$ cat src/hdl/tsg_pkg.sv
// Package for the three-channel square tone generator.
// Holds shared widths, channel volumes, default parameters and the
// request and response structs of the shared subtract unit.
package tsg_pkg;

	localparam int unsigned NUM_CHAN    = 3;
	localparam int unsigned PER_W       = 6;
	localparam int unsigned CNT_W       = 9;
	localparam int unsigned ACC_W       = 10;
	localparam int unsigned TICK_W      = 8;
	localparam int unsigned SAMPLE_W    = 16;
	localparam int unsigned LVL_A_W     = 13;
	localparam int unsigned LVL_B_W     = 14;
	localparam int unsigned LVL_C_W     = 15;
	localparam int unsigned IN_DATA_W   = 24;
	localparam int unsigned OUT_DATA_W  = 64;

	localparam int unsigned MAX_TICKS_DEF = 255;

	localparam int VOL_A = 3840;
	localparam int VOL_B = 5120;
	localparam int VOL_C = 8192;

	localparam logic [1:0] ADDR_CTRL = 2'd3;
	localparam logic       CMD_TICK  = 1'b0;
	localparam logic       CMD_WRITE = 1'b1;

	localparam int unsigned CTRL_MIX_BIT = 0;
	localparam int unsigned CTRL_EN_BIT  = 1;

	typedef struct packed {
		logic             start;
		logic [ACC_W-1:0] rem_init;
		logic [PER_W-1:0] per;
	} div_req_t;

	typedef struct packed {
		logic             done;
		logic [ACC_W-1:0] rem;
		logic             par;
	} div_rsp_t;

	typedef struct packed {
		logic signed [SAMPLE_W-1:0] sample;
		logic signed [LVL_A_W-1:0]  level_a;
		logic signed [LVL_B_W-1:0]  level_b;
		logic signed [LVL_C_W-1:0]  level_c;
	} levels_t;

endpackage

$ cat src/hdl/three_square_tone_generator.sv
// Top level of the three-channel square tone generator.
// Holds the register file, the channel sequencer and the output register.
// Depends on tsg_pkg, tsg_divider and tsg_mixer.
//
//   channel | direction | signals                          | carries
//   s       | in        | s_tvalid s_tready s_tdata s_tuser | register write or tick item
//   m       | out       | m_tvalid m_tready m_tdata         | sample and three levels
//
// A register write gives no result.
// With the enable bit set, a tick item visits the three channels in turn on
// one shared subtractor, which subtracts the channel's period repeatedly; a
// channel with a zero period is skipped. Else the item goes straight to output.
// Reset clears all periods, counters, phases and the control byte.
// A result waiting on m holds back the next tick item at its last step only.
module three_square_tone_generator
	import tsg_pkg::*;
#(
	parameter int unsigned MAX_TICKS = MAX_TICKS_DEF
) (
	input  logic                  clk,
	input  logic                  arst_n,
	input  logic                  s_tvalid,
	output logic                  s_tready,
	input  logic [IN_DATA_W-1:0]  s_tdata,   // reg_addr[1:0], write_data[9:2], ticks[17:10]
	input  logic                  s_tuser,   // cmd
	output logic                  m_tvalid,
	input  logic                  m_tready,
	output logic [OUT_DATA_W-1:0] m_tdata    // sample, level_a, level_b, level_c
);

	typedef enum logic [3:0] {
		ST_IDLE = 4'b0001,
		ST_CHAN = 4'b0010,
		ST_DIV  = 4'b0100,
		ST_OUT  = 4'b1000
	} state_t;

	state_t              state_q;
	logic [1:0]          ch_q;
	logic [TICK_W-1:0]   ticks_q;
	logic [PER_W-1:0]    period_q [NUM_CHAN];
	logic [CNT_W-1:0]    count_q  [NUM_CHAN];
	logic [NUM_CHAN-1:0] phase_q;
	logic [7:0]          ctrl_q;
	logic                out_valid_q;
	levels_t             out_q;

	logic [1:0]          in_addr;
	logic [7:0]          in_wdata;
	logic [TICK_W-1:0]   in_ticks;
	logic [TICK_W-1:0]   ticks_lim;
	logic [PER_W-1:0]    new_per;
	logic                in_acc;
	logic                out_free;
	logic [NUM_CHAN-1:0] chan_bit;
	div_req_t            div_req;
	div_rsp_t            div_rsp;
	levels_t             mix_levels;

	assign in_addr  = s_tdata[1:0];
	assign in_wdata = s_tdata[9:2];
	assign in_ticks = s_tdata[17:10];
	assign ticks_lim = (32'(in_ticks) > MAX_TICKS) ? TICK_W'(MAX_TICKS) : in_ticks;
	assign new_per  = ~in_wdata[PER_W-1:0];

	assign s_tready = (state_q == ST_IDLE);
	assign in_acc   = s_tvalid && s_tready;
	assign out_free = !out_valid_q || m_tready;

	always_comb begin
		div_req.start    = (state_q == ST_CHAN) && (period_q[ch_q] != '0);
		div_req.rem_init = ACC_W'(count_q[ch_q]) + ACC_W'(ticks_q);
		div_req.per      = period_q[ch_q];
	end

	tsg_divider u_div (
		.clk    (clk),
		.arst_n (arst_n),
		.req    (div_req),
		.rsp    (div_rsp)
	);

	always_comb begin
		for (int i = 0; i < NUM_CHAN; i++) begin
			chan_bit[i] = (period_q[i] != '0) && phase_q[i];
		end
	end

	tsg_mixer u_mix (
		.chan_bit (chan_bit),
		.ctrl     (ctrl_q),
		.levels   (mix_levels)
	);

	always_ff @(posedge clk or negedge arst_n) begin
		if (!arst_n) begin
			state_q     <= ST_IDLE;
			ch_q        <= '0;
			ticks_q     <= '0;
			phase_q     <= '0;
			ctrl_q      <= '0;
			out_valid_q <= 1'b0;
			for (int i = 0; i < NUM_CHAN; i++) begin
				period_q[i] <= '0;
				count_q[i]  <= '0;
			end
		end else begin
			if (out_valid_q && m_tready && state_q != ST_OUT) begin
				out_valid_q <= 1'b0;
			end
			case (state_q)
				ST_IDLE: begin
					if (in_acc) begin
						if (s_tuser == CMD_WRITE) begin
							if (in_addr == ADDR_CTRL) begin
								ctrl_q <= in_wdata;
							end else begin
								if (new_per == '0 && period_q[in_addr] != '0) begin
									phase_q[in_addr] <= ~phase_q[in_addr];
								end
								period_q[in_addr] <= new_per;
							end
						end else if (ctrl_q[CTRL_EN_BIT]) begin
							ticks_q <= ticks_lim;
							ch_q    <= '0;
							state_q <= ST_CHAN;
						end else begin
							state_q <= ST_OUT;
						end
					end
				end
				ST_CHAN: begin
					if (period_q[ch_q] != '0) begin
						state_q <= ST_DIV;
					end else if (ch_q == 2'(NUM_CHAN-1)) begin
						state_q <= ST_OUT;
					end else begin
						ch_q <= ch_q + 2'd1;
					end
				end
				ST_DIV: begin
					if (div_rsp.done) begin
						count_q[ch_q] <= div_rsp.rem[CNT_W-1:0];
						phase_q[ch_q] <= phase_q[ch_q] ^ div_rsp.par;
						if (ch_q == 2'(NUM_CHAN-1)) begin
							state_q <= ST_OUT;
						end else begin
							ch_q    <= ch_q + 2'd1;
							state_q <= ST_CHAN;
						end
					end
				end
				ST_OUT: begin
					if (out_free) begin
						out_valid_q <= 1'b1;
						state_q     <= ST_IDLE;
					end
				end
				default: begin
					state_q <= ST_IDLE;
				end
			endcase
		end
	end

	always_ff @(posedge clk) begin
		if (state_q == ST_OUT && out_free) begin
			out_q <= mix_levels;
		end
	end

	assign m_tvalid = out_valid_q;
	assign m_tdata  = {6'b0, out_q.level_c, out_q.level_b, out_q.level_a, out_q.sample};

endmodule

$ cat src/hdl/tsg_divider.sv
// Shared subtract unit of the tone generator.
// Subtracts a period repeatedly, one step a cycle, tracking quotient parity.
// Depends on tsg_pkg.
module tsg_divider
	import tsg_pkg::*;
(
	input  logic     clk,
	input  logic     arst_n,
	input  div_req_t req,
	output div_rsp_t rsp
);

	logic             busy_q;
	logic [ACC_W-1:0] rem_q;
	logic [PER_W-1:0] per_q;
	logic             par_q;
	logic             below;

	assign below = rem_q < {{(ACC_W-PER_W){1'b0}}, per_q};

	always_ff @(posedge clk or negedge arst_n) begin
		if (!arst_n) begin
			busy_q <= 1'b0;
		end else if (req.start) begin
			busy_q <= 1'b1;
		end else if (busy_q && below) begin
			busy_q <= 1'b0;
		end
	end

	always_ff @(posedge clk) begin
		if (req.start) begin
			rem_q <= req.rem_init;
			per_q <= req.per;
			par_q <= 1'b0;
		end else if (busy_q && !below) begin
			rem_q <= rem_q - {{(ACC_W-PER_W){1'b0}}, per_q};
			par_q <= ~par_q;
		end
	end

	assign rsp.done = busy_q && below;
	assign rsp.rem  = rem_q;
	assign rsp.par  = par_q;

endmodule

$ cat src/hdl/tsg_mixer.sv
// Level mixer of the tone generator.
// Turns channel bits and the control byte into signed levels and their sum.
// Depends on tsg_pkg.
module tsg_mixer
	import tsg_pkg::*;
(
	input  logic [NUM_CHAN-1:0] chan_bit,
	input  logic [7:0]          ctrl,
	output levels_t             levels
);

	logic [NUM_CHAN-1:0]       pos;
	logic signed [LVL_A_W-1:0] lv_a;
	logic signed [LVL_B_W-1:0] lv_b;
	logic signed [LVL_C_W-1:0] lv_c;

	always_comb begin
		if (ctrl[CTRL_MIX_BIT]) begin
			pos[0] = chan_bit[0] ^ chan_bit[1];
			pos[1] = chan_bit[1] ^ chan_bit[2];
			pos[2] = chan_bit[2];
		end else begin
			pos = chan_bit;
		end
		if (ctrl[CTRL_EN_BIT]) begin
			lv_a = pos[0] ? LVL_A_W'(VOL_A) : LVL_A_W'(-VOL_A);
			lv_b = pos[1] ? LVL_B_W'(VOL_B) : LVL_B_W'(-VOL_B);
			lv_c = pos[2] ? LVL_C_W'(VOL_C) : LVL_C_W'(-VOL_C);
		end else begin
			lv_a = '0;
			lv_b = '0;
			lv_c = '0;
		end
		levels.level_a = lv_a;
		levels.level_b = lv_b;
		levels.level_c = lv_c;
		levels.sample  = SAMPLE_W'(lv_a) + SAMPLE_W'(lv_b) + SAMPLE_W'(lv_c);
	end

endmodule

$ cat config.mk
export PLATFORM = sky130hd
export DESIGN_NAME = three_square_tone_generator
export DESIGN_NICKNAME = d
export VERILOG_FILES = /design/src/hdl/tsg_pkg.sv /design/src/hdl/three_square_tone_generator.sv /design/src/hdl/tsg_divider.sv /design/src/hdl/tsg_mixer.sv
export SDC_FILE = /design/constraint.sdc
export NUM_CORES = 1
export LEC_CHECK = 0
export BUFFER_PORTS_ARGS = -buffer_cell sky130_fd_sc_hd__buf_2
export CAP_MARGIN = 20
export CORE_MARGIN = 5
export CORE_UTILIZATION = 45
export CTS_CLUSTER_DIAMETER = 60
export CTS_CLUSTER_SIZE = 40
export DETAILED_ROUTE_END_ITERATION = 10
export PLACE_DENSITY = 0.66
export REMOVE_ABC_BUFFERS = 1
export SLEW_MARGIN = 40
export SYNTH_ARGS = -nofsm -noshare
export SYNTH_HDL_FRONTEND = slang
export SYNTH_SLANG_ARGS = --single-unit
$ cat constraint.sdc
create_clock -name clk -period 4.81 [get_ports clk]
set_input_delay 0.2405 -clock clk [delete_from_list [all_inputs] [get_ports clk]]
set_output_delay 0.2405 -clock clk [all_outputs]
set_load 0.03 [all_outputs]
* After elaboration in Yosys (flattened, before gate mapping)
Index checks and enable logic that the tools add are counted.
** Word-level totals
- Register bits :: 141
- Bits in latches :: 0
- Bits in writable memories :: 0
- Memory bits (read-only) :: 0
- Bits of input ports :: 29
- Output and inout bits :: 66
- Word-level logic and storage cells :: 157
- Memories :: 0
** Operators by class
- Add/subtract/negate cells :: 5
- Multipliers :: 0
- Div/mod/pow operators :: 0
- Order comparisons :: 9
- Equal/unequal tests :: 17
- Shift operators :: 0
- Muxes and demuxes :: 61
- Bitwise logic cells :: 10
- Reduce and logical (&&, ||, !) cells :: 35
** Operators by type and width (number)
- $mux W4 :: 8
- $mux W15 :: 2
- $mux W6 :: 5
- $reduce_bool A6 Y1 :: 5
- $mux W14 :: 2
- $bwmux W27 :: 1
- $mux W9 :: 3
- $mux W13 :: 2
- $bmux W6 S2 :: 2
- $mux W10 :: 2
- $bmux W9 S2 :: 1
- $bwmux W18 :: 1
- $demux W9 S2 :: 1
- $add A15 B15 Y16 :: 1
- $pmux W4 S4 :: 1
- $add A13 B14 Y15 :: 1
- $logic_and A1 B1 Y1 :: 15
- $mux W3 :: 5
- $mux W2 :: 7
- $demux W6 S2 :: 1
- $reduce_and A4 Y1 :: 3
- $reduce_and A6 Y1 :: 2
- $add A9 B8 Y10 :: 1
- $lt A10 B6 Y1 :: 1
- 32 further kinds :: 64

* Logic depth before layout (Yosys ltp)
Gate-level depths: netlist (run 1).
- Depth after elaboration :: 11
- Mapped depth :: 12

* Cells and area by module
Synthesis (run 1) repeated with hierarchy kept, for this count alone.
** Second synthesis, totals
- Cell total of the unflattened synthesis :: 582
- Area, all modules :: 7163.1 µm²
** Modules (own cells, without submodules)
- three_square_tone_generator :: times used 1, cells each 407, area an instance 5492.8 µm², sequential area each 3519.6 µm²
- tsg_divider :: times used 1, cells each 97, area an instance 1052.3 µm², sequential area each 525.5 µm²
- tsg_mixer :: times used 1, cells each 78, area an instance 618.1 µm², sequential area each 0.0 µm²

* Least setup slack after synthesis (run 1)
OpenSTA, ideal clock, no wires.
- Path type :: reg-to-reg
- Start :: reg period_q[0] in the netlist's numbering
- End :: reg out_q (netlist bit m_tdata[15]), data pin
- Library setup time :: 275 ps
- Arrival time :: 3045 ps
- Path slack :: 1490 ps
- Cell stages (with the launch flop) :: 11
- Path buffers :: 0
- Period minus slack after synthesis :: 3320 ps
- Path through :: dfrtp_1 > or4_1 > o311ai_1 > xnor2_1 > or2_2 > fa_1 > inv_1 > ha_1 > or3_1 > a311oi_1 > a311oi_1
** RTL lines
- start: declaration :: RTL line three_square_tone_generator.sv:41 : logic [PER_W-1:0] period_q [NUM_CHAN];
- start signal: indexed assignment :: RTL line three_square_tone_generator.sv:121 : period_q[in_addr] <= new_per;
- end signal: assignment :: RTL line three_square_tone_generator.sv:168 : out_q <= mix_levels;
- end: declaration :: RTL line three_square_tone_generator.sv:46 : levels_t out_q;

==> key figures, run 1 <==
Synth
  – Post-Synth Adder-Cell Area: 6.32%
  – Async S/R FF share, synth: 71.7%
  – Leading area contributor after synthesis: dfrtp_1
  – Gate Count Post-Synth: 517
  – Ys flop type: dfrtp_1
  – Largest family of logic cells by synthesized area: compound AO/OA/AOI/OAI gates
  – Synth unique cells: 66
  – #FFs+latches synth: 92
  – Post-synthesis cell area: 5510 um2
  – Mapped Avg Cell Area: 10.7 um2
  – XOR/XNOR Fraction of Synth Area: 3.18%
  – Top cell type's share of synthesized area: 29.5%
  – EDFF count, synth: 25
  – Count leader, synth: dfrtp_1
  – Sequential-to-total area share from yosys stat: 44.0%
  – Post-synthesis mux area share: 9.97%
  – Fraction of the mapped netlist area in compound gates: 13.6%
  – Synth area leaders: dfrtp_1, edfxtp_1, buf_4
  – Synth warn: 0
  – Synth top cells by count: dfrtp_1, buf_4, nor2_1
  – Simple-Gate Fraction of Synth Area: 12.2%

Cells and area
  – Finished Layout Cells: 700
  – Share of cells above drive strength 1: 19.5%
  – Fill count: 1066
  – Area Overhead vs Synth: 6.91%
  – Ant. Diodes: 0
  – NumNets Final: 603

Power and ir drop
  – Tot Pwr: 3.27 mW
  – IR drop worst, VDD: 0.000199 V
  – Leak: 2.65 nW
  – Pwr/cell area: 556 nW/um2

STA
  – Final Critical Period: 3620 ps
  – Setup violations, final: 0
  – Unrepaired setup endpoints after global routing: false
  – Maximum clock frequency: 0.276 GHz
  – Final Hold Slack: -17.3 ps
  – Slew @ Worst Pin: 749 ps
  – Sum Neg Setup Slack: 0 ps
  – Slew HR: 49.9%
  – Max Transition Viols Final: 0
  – Final period util: 75.3%
  – Hold Fails Final Rpt: 23
  – Post-Route Skew: 6.81 ps
  – Final WS setup: 1190 ps

Routing
  – DRT iter0 DRCs: 302
  – Via count: 3826
  – Wire per inst: 16.3 um
  – Routed Antenna Nets: 0
  – Drt total wl: 11.4 mm
  – Drt drc: 0
  – Vias per std cell: 5.47
  – Drt first pass iters: 4

Critical path
  – CP Cell Sequence: or4_1, o311ai_1, xnor2_1, or2_2, fa_1, inv_1, ha_1, or3_1, a311oi_1, a311oi_1
  – CP required: 4890 ps
  – Crit path capture type: register
  – Most Frequent Cell on Critical Path: a311oi_1
  – Crit start category: register
  – Crit Path Class: register to register
  – Crit-path max cell delay: 580 ps
  – Crit path max-delay cell type: or4_1
  – CP Data Arrival Time: 3700 ps
  – CP max FO: 4

Global routing
  – Total grt overflow: 0
  – Antenna violations before repair: 0
  – Largest net degree at the start of global routing: 67
  – Gr usage total: 16.0%
  – Vias in the first global route: 3714
  – First-pass GRT wire length: 18.6 mm

Placed design
  – PortBufs: 41
  – Hpwl dp: 8.18 mm
  – Placed cells: 683
  – RD Place Congestion: 0.919
  – Pre-CTS WS: 1190 ps

Die
  – Row Count: 40
  – Die width: 121 um
  – Die area: 14600 um2
  – Core Region: 12000 um2
  – Io pins: 95
  – Starting Density: 45.9%
  – Die Span Y: 121 um

Clock tree
  – PostCTS Resize Cnt: 0
  – Clk sinks: 92
  – CTS Buf Count: 9
  – Clk pin slew, worst setup/hold paths: 70 ps
  – CTS max path bufs: 2
  – Clk_lat worst skew: 340 ps
  – Postcts setup bufs: 0
  – TritonCTS clock tree: yes
  – H-Tree Depth: 3
  – CTS Hold Bufs: 0
  – Root buffer cell: clkbuf_16

Run
  – Max-cap violations: 0

Hold path
  – Hold Crit Class: input pin to async pin

Run status
  – Outcome: complete, but fails checks
  – Failing checks: hold timing
metal layers:
metal / vias to the layer above / routed length (um) / track usage [%]
li1: 1825 / - / -
met1: 1858 / 5240 / 22.1
met2: 128 / 5270 / 25.4
met3: 15 / 713 / 2.99
met4: 0 / 167 / 5.52
met5: - / 0 / 0
kinds of logic after synthesis:
family	Yosys count
adder cells (fa/ha/maj)	26
other	1
flip-flops	92
AO/OA/AOI/OAI	112
buffers and inverters	95
multiplexers	51
AND/OR/NAND/NOR	120
XOR/XNOR	20
sequential cells by signal, indices dropped and copies added (netlist names):
signal	cells
state_q	4
period_q	18
u_div.busy_q	1
ticks_q	8
ch_q	2
count_q	27
u_div.rem_q	10
phase_q	3
m_tvalid	1
u_div.per_q	6
m_tdata	9
ctrl_q	2
u_div.par_q	1
power by group:
group	internal (mW)	total [mW]	leakage (nW)	switching (mW)
clock	0.347	0.648	0.125	0.301
combinational	0.534	1.33	1.45	0.797
sequential	1.10	1.30	1.08	0.199
total	1.98	3.27	2.65	1.30
final timing paths:
check | startpoint | endpoint | slack (ps) | cells after the start
worst max-delay path | period_q[0] | m_tdata[15] | 1190 | 10
min in group clk | s_tdata[7] | period_q[11] | 120 | 2
worst min register to register | count_q[25] | count_q[25] | 500 | 1
max in group asynchronous | arst_n | state_q[2] | 4390 | 2
worst max register to register | period_q[0] | m_tdata[15] | 1190 | 10
worst min-delay path | arst_n | count_q[12] | -20 | 2
stage by stage:
stage | hold slack (ps) | area [um2] | utilization (%)
final | -17.3 | 5890 | 49.0
after global routing | 56.7 | 5890 | 49.0
after CTS | 121 | 5870 | 48.9
after detailed placement | 476 | 5600 | 46.6
after global placement | 467 | 5600 | 46.6
after floorplan | -55.1 | 5180 | -
cells in the final DEF (no fill, tap or decap), types with 6 or more instances in the layout:
cell and n:
edfxtp_1 25, xor2_1 9, nand2_1 26, a21oi_1 32
mux2_2 29, buf_2 41, xnor2_1 11, ha_1 23
or3_1 7, a21o_1 6, o21ai_0 21, nand2b_1 6
inv_1 25, conb_1 45, dfrtp_1 65, and2_1 6
nor2_1 35, mux2i_1 20, nor2b_1 12, clkbuf_16 9
area by class of cell:
class                      instances  area [um2]  area share [%]
sequential                        92        2420            41.2
clock inverter                     7        42.5           0.722
tap                              147         184            3.12
timing repair buffer              45         239            4.06
multi-input combinational        374        2680            45.5
clock buffer                       9         225            3.82
inverter                          26        97.6            1.66
worst max-delay path, delay by kind of cell, from the launching register on:
family / cells / cell delay [ps]
AO/OA/AOI/OAI: 3 / 700
XOR/XNOR: 1 / 140
adder cells (fa/ha/maj): 2 / 790
buffers and inverters: 1 / 60
flip-flops: 1 / 380
AND/OR/NAND/NOR: 3 / 1280
No activity file was read; power rests on OpenSTA's default activity.
==> inputs of run 2 (changes only) <==
==> constraint.sdc (replaced) <==
create_clock -name clk -period 3.4 [get_ports clk]
set_input_delay 0.17 -clock clk [delete_from_list [all_inputs] [get_ports clk]]
set_output_delay 0.17 -clock clk [all_outputs]
set_load 0.03 [all_outputs]
==> run 2 against run 1 <==
Net effect:
- the flow now finishes without violations
- cell area increased by 3.3%
- largest cell class unchanged
- count of clock-buffer cells in the layout unchanged
- utilization increased by 1.6 points
- sequential power increased by 43%
- clock power increased by 56%
==> key figures, run 2 (synthesis gave the netlist of run 1 again) <==
Power and ir drop
  – Comb power frac: 41.2%
  – Seq pwr share: 38.1%
  – Switching pwr: 1.94 mW
  – IR drop worst, VDD: 0.000342 V
  – Tot Pwr: 4.88 mW
  – Switching Fraction: 39.8%
  – Pwr/cell area: 802 nW/um2
  – Leak: 2.77 nW
  – P_int: 2.94 mW
  – Clock network power share: 20.6%

Routing
  – Wire per inst: 15.9 um
  – Met2 wire len: 5.23 mm
  – Vias per std cell: 5.39
  – Routed Antenna Nets: 0
  – Drt total wl: 11.4 mm
  – Drt drc: 0
  – Via count: 3864
  – Met1 Wirelength: 5.42 mm
  – DRT iter0 DRCs: 249
  – Max layer used: met4
  – Met3 wire len: 570 um
  – Drt first pass iters: 4

Critical path
  – Crit start category: register
  – Crit path capture type: register
  – Crit path launch: period_q[1]
  – Crit Path Class: register to register
  – CP required: 3490 ps
  – Worst reg2reg startpoint: period_q[1]
  – CP Data Arrival Time: 3450 ps
  – CP max FO: 3

Die
  – Die width: 121 um
  – Die Span Y: 121 um
  – Starting Density: 45.9%
  – Io pins: 95
  – Row Count: 40
  – Die area: 14600 um2
  – Core Region: 12000 um2

STA
  – Slew @ Worst Pin: 837 ps
  – Final period util: 99.0%
  – Final WS setup: 34.0 ps
  – Slew HR: 44.1%
  – Hold Fails Final Rpt: 0
  – Post-Route Skew: 10.9 ps
  – Setup violations, final: 0
  – Sum Neg Setup Slack: 0 ps
  – Final Critical Period: 3370 ps
  – Maximum clock frequency: 0.297 GHz
  – Unrepaired setup endpoints after global routing: true
  – Max Transition Viols Final: 0

Cells and area
  – Ant. Diodes: 0
  – Top flop regs: count_q (27), period_q (18), u_div.rem_q (10)
  – Share of cells above drive strength 1: 22.3%
  – Max FFs per register: 27
  – Fill count: 1061
  – Largest Register: count_q
  – NumNets Final: 620
  – Most common cell after layout, fill and taps aside: dfrtp_1
  – Fin area: 6080 um2
  – Area Overhead vs Synth: 10.4%
  – Leading cell types in the layout, fill and taps excluded: dfrtp_1, conb_1, buf_2
  – Util after Layout: 50.6%

Global routing
  – Gr usage total: 16.1%
  – Largest net degree at the start of global routing: 48
  – Vias in the first global route: 3816
  – Antenna violations before repair: 0
  – Total grt overflow: 0
  – First-pass GRT wire length: 18.7 mm

Placed design
  – Hpwl dp: 8.52 mm
  – Pre-CTS WS: -124 ps
  – PortBufs: 41
  – RD Place Congestion: 0.903
  – Placed Area: 5720 um2

Clock tree
  – H-Tree Depth: 3
  – Root buffer cell: clkbuf_16
  – Clk_lat worst skew: 350 ps
  – CTS max path bufs: 2
  – Clk sinks: 92
  – CTS Buf Count: 9
  – TritonCTS clock tree: yes
  – Clk pin slew, worst setup/hold paths: 80 ps

Hold path
  – Hold Crit Class: input pin to register
  – Critical hold path startpoint: s_tdata[14]

Run status
  – Outcome: finished, final reports clean

Run
  – Max-cap violations: 0
-- run 2: cell types whose count changed in the layout (fill, tap and decap cells not counted), sizes merged --
cell | before | now
dlygate4sd3 | 0 | 1
inv | 27 | 32
clkinvlp | 3 | 0
buf | 45 | 61
clkinv | 3 | 1
-- run 2: stage by stage --
step / instances / hold slack, ps
after floorplan: 492 / -126
after global placement: 699 / 395
after detailed placement: 699 / 222
after CTS: 717 / 43.5
after global routing: 717 / 46.3
final: 717 / 48.3
-- run 2: final timing paths --
path | endpoint | slack [ps] | depth (start not counted)
max in group asynchronous | period_q[16] | 2320 | 3
min in group asynchronous | count_q[25] | 380 | 2
min | ticks_q[4] | 50 | 2
min reg2reg | count_q[6] | 510 | 1
max reg2reg | m_tdata[15] | 30 | 10
max | m_tdata[15] | 30 | 10
-- run 2: what timing repair did --
action                                 4_1_cts  5_1_grt
endpoints found under the hold margin       45        0
pin swaps                                    4        5
resized for setup                            5        5
buffers inserted                             1        0
setup endpoints to repair                    1        1
hold buffers                                 1        0
-- run 2: final cells by class --
cell class	instances	area, um2	area share (%)
multi-input cells	374	2710	44.6
flip-flops and latches	92	2420	39.8
repair buffers	62	368	6.05
clock buffers	9	225	3.70
well taps	147	184	3.02
inverters	26	97.6	1.60
clock inverters	7	73.8	1.21
-- run 2: power by group through the flow --
| stage | combinational, mW | sequential [mW] | clock (mW) |
|---|---|---|---|
| 2_1_floorplan | 1.38 | 1.85 | 0 |
| 6_report | 2.01 | 1.86 | 1.01 |
| 3_3_place_gp | 1.89 | 1.83 | 0 |
| 4_1_cts | 1.98 | 1.85 | 1.03 |
| 5_1_grt | 2.23 | 1.90 | 1.07 |
| 3_5_place_dp | 1.95 | 1.85 | 0 |
-- run 2: per-layer routing --
metal	up-vias	track usage, %
met4	0	5.38
met5	-	0
met2	111	25.1
met1	1872	22.7
met3	13	2.71
li1	1868	-
-- run 2: worst max-delay path, cell delays in order, from the launching register on --
cell      delay, ps
dfrtp_1         390
or4_4           580
o311ai_4        290
xnor2_1         120
or2_4           250
fa_1            560
inv_2            70
ha_4            160
or4_1           520
o311ai_1         90
a311oi_1         80
